File: config.mk
export PLATFORM = sky130hd
export DESIGN_NAME = apfc_div
export DESIGN_NICKNAME = d
export VERILOG_FILES = /design/src/hw/rtl/apfc_pkg.sv /design/src/hw/rtl/apfc_div.sv
export SDC_FILE = /design/constraint.sdc
export NUM_CORES = 1
export LEC_CHECK = 0
export ABC_AREA = 1
export BUFFER_PORTS_ARGS = -buffer_cell sky130_fd_sc_hd__clkbuf_2
export CAP_MARGIN = 20
export CORE_ASPECT_RATIO = 0.5
export CORE_MARGIN = 1.5
export CORE_UTILIZATION = 60
export DETAILED_ROUTE_END_ITERATION = 7
export PLACE_DENSITY = 0.82
export SYNTH_ARGS = -nofsm -noshare
export SYNTH_HDL_FRONTEND = slang
export SYNTH_SLANG_ARGS = --single-unit
File: constraint.sdc
create_clock -name clk -period 7.2 [get_ports clk]
set_input_delay 0.72 -clock clk [delete_from_list [all_inputs] [get_ports clk]]
set_output_delay 0.72 -clock clk [all_outputs]
set_load 0.02 [all_outputs]
File: src/hw/rtl/apfc_pkg.sv
package apfc_pkg;

  // Largest canvas or region side in pixels.
  localparam int unsigned MAX_SIDE = 512;
  // Address width of one canvas-sized store.
  localparam int unsigned ADDR_W   = $clog2(MAX_SIDE * MAX_SIDE);
  localparam int unsigned PIX_W    = 32;

  // Input word modes.
  localparam logic [1:0] MODE_FRAME   = 2'd0;
  localparam logic [1:0] MODE_READ    = 2'd1;
  localparam logic [1:0] MODE_DISPOSE = 2'd2;

  // Dispose modes.
  localparam logic [1:0] DISP_NONE    = 2'd0;
  localparam logic [1:0] DISP_CLEAR   = 2'd1;
  localparam logic [1:0] DISP_RESTORE = 2'd2;

  // Register indexes on the configuration port.
  localparam logic [2:0] REG_CANVAS_W = 3'd0;
  localparam logic [2:0] REG_CANVAS_H = 3'd1;
  localparam logic [2:0] REG_X_OFF    = 3'd2;
  localparam logic [2:0] REG_Y_OFF    = 3'd3;
  localparam logic [2:0] REG_FRAME_W  = 3'd4;
  localparam logic [2:0] REG_FRAME_H  = 3'd5;
  localparam logic [2:0] REG_BLEND    = 3'd6;
  localparam logic [2:0] REG_DISPOSE  = 3'd7;

  // Divider handshake between the sequencer and the dividers.
  typedef struct packed {
    logic start;
  } div_ctrl_t;

  // Clamp a side length to the largest supported side.
  function automatic logic [9:0] side_sat(input logic [9:0] v);
    logic [9:0] r;
    r = (v > 10'(MAX_SIDE)) ? 10'(MAX_SIDE) : v;
    return r;
  endfunction

endpackage

File: src/hw/rtl/apfc_div.sv
module apfc_div (
  input  logic              clk,
  input  logic              rst_n,
  input  apfc_pkg::div_ctrl_t ctrl,
  input  logic [24:0]       numer,
  input  logic [15:0]       denom,
  output logic [7:0]        quot,
  output logic              done
);

  logic [24:0] rem_r, rem_nxt;
  logic [24:0] den_r, den_nxt;
  logic [7:0]  quot_r, quot_nxt;
  logic [2:0]  cnt_r, cnt_nxt;
  logic        busy_r, busy_nxt;
  logic        done_r, done_nxt;

  // Restoring division, one quotient bit a cycle, most significant first.
  // The quotient is known to fit in eight bits.
  always_comb begin
    rem_nxt  = rem_r;
    den_nxt  = den_r;
    quot_nxt = quot_r;
    cnt_nxt  = cnt_r;
    busy_nxt = busy_r;
    done_nxt = 1'b0;
    if (ctrl.start) begin
      rem_nxt  = numer;
      den_nxt  = {2'b00, denom, 7'b0};
      quot_nxt = '0;
      cnt_nxt  = 3'd7;
      busy_nxt = 1'b1;
    end else if (busy_r) begin
      if (rem_r >= den_r) begin
        rem_nxt  = rem_r - den_r;
        quot_nxt = {quot_r[6:0], 1'b1};
      end else begin
        quot_nxt = {quot_r[6:0], 1'b0};
      end
      den_nxt = den_r >> 1;
      cnt_nxt = cnt_r - 3'd1;
      if (cnt_r == 3'd0) begin
        busy_nxt = 1'b0;
        done_nxt = 1'b1;
      end
    end
  end

  always_ff @(posedge clk) begin
    if (!rst_n) begin
      busy_r <= 1'b0;
      done_r <= 1'b0;
    end else begin
      busy_r <= busy_nxt;
      done_r <= done_nxt;
    end
    rem_r  <= rem_nxt;
    den_r  <= den_nxt;
    quot_r <= quot_nxt;
    cnt_r  <= cnt_nxt;
  end

  assign quot = quot_r;
  assign done = done_r;

endmodule

==> flow_summary.ini <==
[synthesis]
yosysTopAreaCellShare_pct = 28.6
synth_cell_types = 30
yosysSeqAreaShare_pct = 38.0
synth_cells = 638
ys_ff_latch = 61
syn_nets = 708
synth_top_area_cell = edfxtp_1
synth_area_um2 = 4300
avgSynthCellArea_um2 = 6.74
yosys_warnings = 0
ys_top_cells_by_area = edfxtp_1 29%, nand2_1 22%, inv_1 11%, dfxtp_1 9.3%, ha_1 7.3%

[cells_and_area]
finalNonFillerCells = 789
final_cell_mix = 249 x nand2_1, 125 x inv_1, 52 x clkbuf_2
fin_nets = 762
drive_above_1_share_pct = 12.9
regArea_um2 = 1630
fill_cells = 578
syn_to_final_growth_pct = 15.2
multi_input_area_um2 = 2150
diodes = 0
final_common_cell = nand2_1

[detailed_routing]
vias_per_cell = 5.04
wirelength_mm = 10.4
drt-pass1-iter-count = 7
first_iter_violations = 300
ant_nets = 0
drc = 0
drt-wirelength-per-cell_um = 13.2
dr_total_vias = 3980

[power]
power_frac_seq_pct = 32.1
clkPwrFrac_pct = 30.3
switching_power_uw = 522
internal_power_uw = 864
p_per_area_nw_per_um2 = 280
share_comb_of_total_power_pct = 37.7
netSwitchingFraction_pct = 37.7
peakVddDrop_v = 0.000211
p_leak_uw = 0.00266

[placed_design]
placed_cells = 771
place.gp.congestion = 1.01
place_hpwl_mm = 7.67
port_buffers = 52

[sta]
finalCritPeriodShare_pct = 41.6
skew_ps = 6.66
max_freq_mhz = 334
tightest_slew_ps = 948
fin_setup_tns_ps = 0
rsz0062_at_grt = false
hold_violations = 0
relSlewSlack_pct = 36.8
setup_violations = 0
drv_slew = 0
finalCriticalPeriod_ps = 2990

[grt]
grt_remaining_overflow = 0
grt_max_degree = 49
antenna_found_initial = 0
track_usage_pct = 28.7
grt_pass1_vias = 3698
grt_first_pass_wirelength_mm = 17.0

[cts]
clockBufferDepth = 2
cts.reportedPaths.clkPinSlew_ps = 50
cts_resized = 0
cts_buffers = 9
post_cts_buffers = 0
clock_sinks = 61
cts_tree = built
clock_latency_ps = 340
root_buffer = clkbuf_16
cts_hold_buffers = 0
ctsHtreeMaxLevel = 3

[setup_path]
arrival_ps = 3040
end_kind = flop
timing.rr.start = rem_r[20]$_DFFE_PP_
reg2reg_depth = 9
reg2reg_slack_ps = 4500
cpMaxStageDelayCell = clkbuf_2
worstReg2RegEnd = rem_r[18]$_DFFE_PP_
path_max_fanout = 48
path_class = in -> reg
required_ps = 7240
startpoint_type = input pin
crit_chain = clkbuf_2 > inv_1 > nand2_1 > buf_8
critical-path-max-stage-delay_ps = 700

[floorplan]
io_pins = 53
die_h_um = 62.8
core_um2 = 6810
start_util_pct = 63.2
row_count = 21
die_w_um = 123
die-area_um2 = 7710

[flow_run]
cap_violations = 0

[worst_hold_path]
hold_depth = 1
hold_start = cnt_r[0]$_SDFFE_PP1P_
hp-class = reg -> reg
hold_path_end = cnt_r[0]$_SDFFE_PP1P_

[run_status]
outcome = finished clean
==> layer usage <==
layer	GRT usage, %	up-vias	share of wire [%]	wire length, um
met5	0	-	0	0
met4	9.01	0	1.4	148
met3	7.39	14	6.0	621
met2	43.5	121	42	4360
met1	40.3	1751	51	5270
li1	-	2094	-	-
==> power groups by stage <==
stage | sequential [uW] | clock (uW) | combinational [uW]
detailed placement | 453 | 0 | 505
global placement | 452 | 0 | 491
floorplan | 448 | 0 | 392
CTS | 446 | 423 | 511
finish | 445 | 420 | 522
global route | 449 | 440 | 593
==> cell usage after synthesis <==
cell type and count:
a21oi_1 13, a21oi_2 1, a22oi_1 2, and2_1 3
and3_1 1, buf_1 2, buf_2 4, clkbuf_1 5
dfxtp_1 20, edfxtp_1 41, fa_1 1, ha_1 25
inv_1 125, inv_2 1, nand2_1 249, nand2_2 7
nand3_1 38, nand3_2 2, nand3b_1 6, nand4_1 7
nor2_1 35, nor2_2 5, nor2_4 1, nor3_1 1
o21ai_0 24, o22ai_1 11, or2_1 2, or2_2 4
xnor2_1 1, xor2_1 1
==> layout make-up <==
cell class | count | share of cell area (%)
multi-input cells | 440 | 43.4
flip-flops and latches | 61 | 32.9
inverters | 126 | 9.55
repair buffers | 54 | 5.86
clock buffers | 11 | 5.13
well taps | 92 | 2.32
clock inverters | 5 | 0.834
==> worst max-delay path: cells and delay by family <==
kind | cells | cell delay, ps
buffers and inverters | 3 | 1620
AND/OR/NAND/NOR | 1 | 670
==> stage by stage <==
step	hold WS [ps]	util, %	instance area, um2	worst slack, ps	power, uW
floorplan	432	-	4300	4930	840
global placement	452	68.0	4630	3690	942
detailed placement	461	68.0	4630	3580	959
CTS	469	72.3	4920	3950	1380
global route	508	72.8	4950	3960	1480
finish	468	72.8	4950	4210	1390
==> state kept, by name, indices dropped and copies added (netlist names) <==
register and cells:
cnt_r 3, rem_r 25, den_r 23, done 1, quot 8, busy_r 1
==> worst max path at each step <==
stage                        startpoint             endpoint  slack [ps]  cells after the start
finish                             ctrl  rem_r[18]$_DFFE_PP_        4210                      4
global route                       ctrl  rem_r[18]$_DFFE_PP_        3960                      4
CTS                                ctrl  rem_r[20]$_DFFE_PP_        3950                      3
detailed placement                 ctrl  rem_r[18]$_DFFE_PP_        3580                      3
global placement                   ctrl  rem_r[18]$_DFFE_PP_        3690                      3
floorplan           rem_r[10]$_DFFE_PP_   rem_r[0]$_DFFE_PP_        4930                      9
==> logic make-up after synthesis <==
logic type	synth area share [%]
compound gates	6.46
xor+xnor	0.408
fa+ha+maj	7.74
buf+inv	12.1
flops	38.0
simple gates	35.3
No activity file was read; power rests on OpenSTA's default activity.
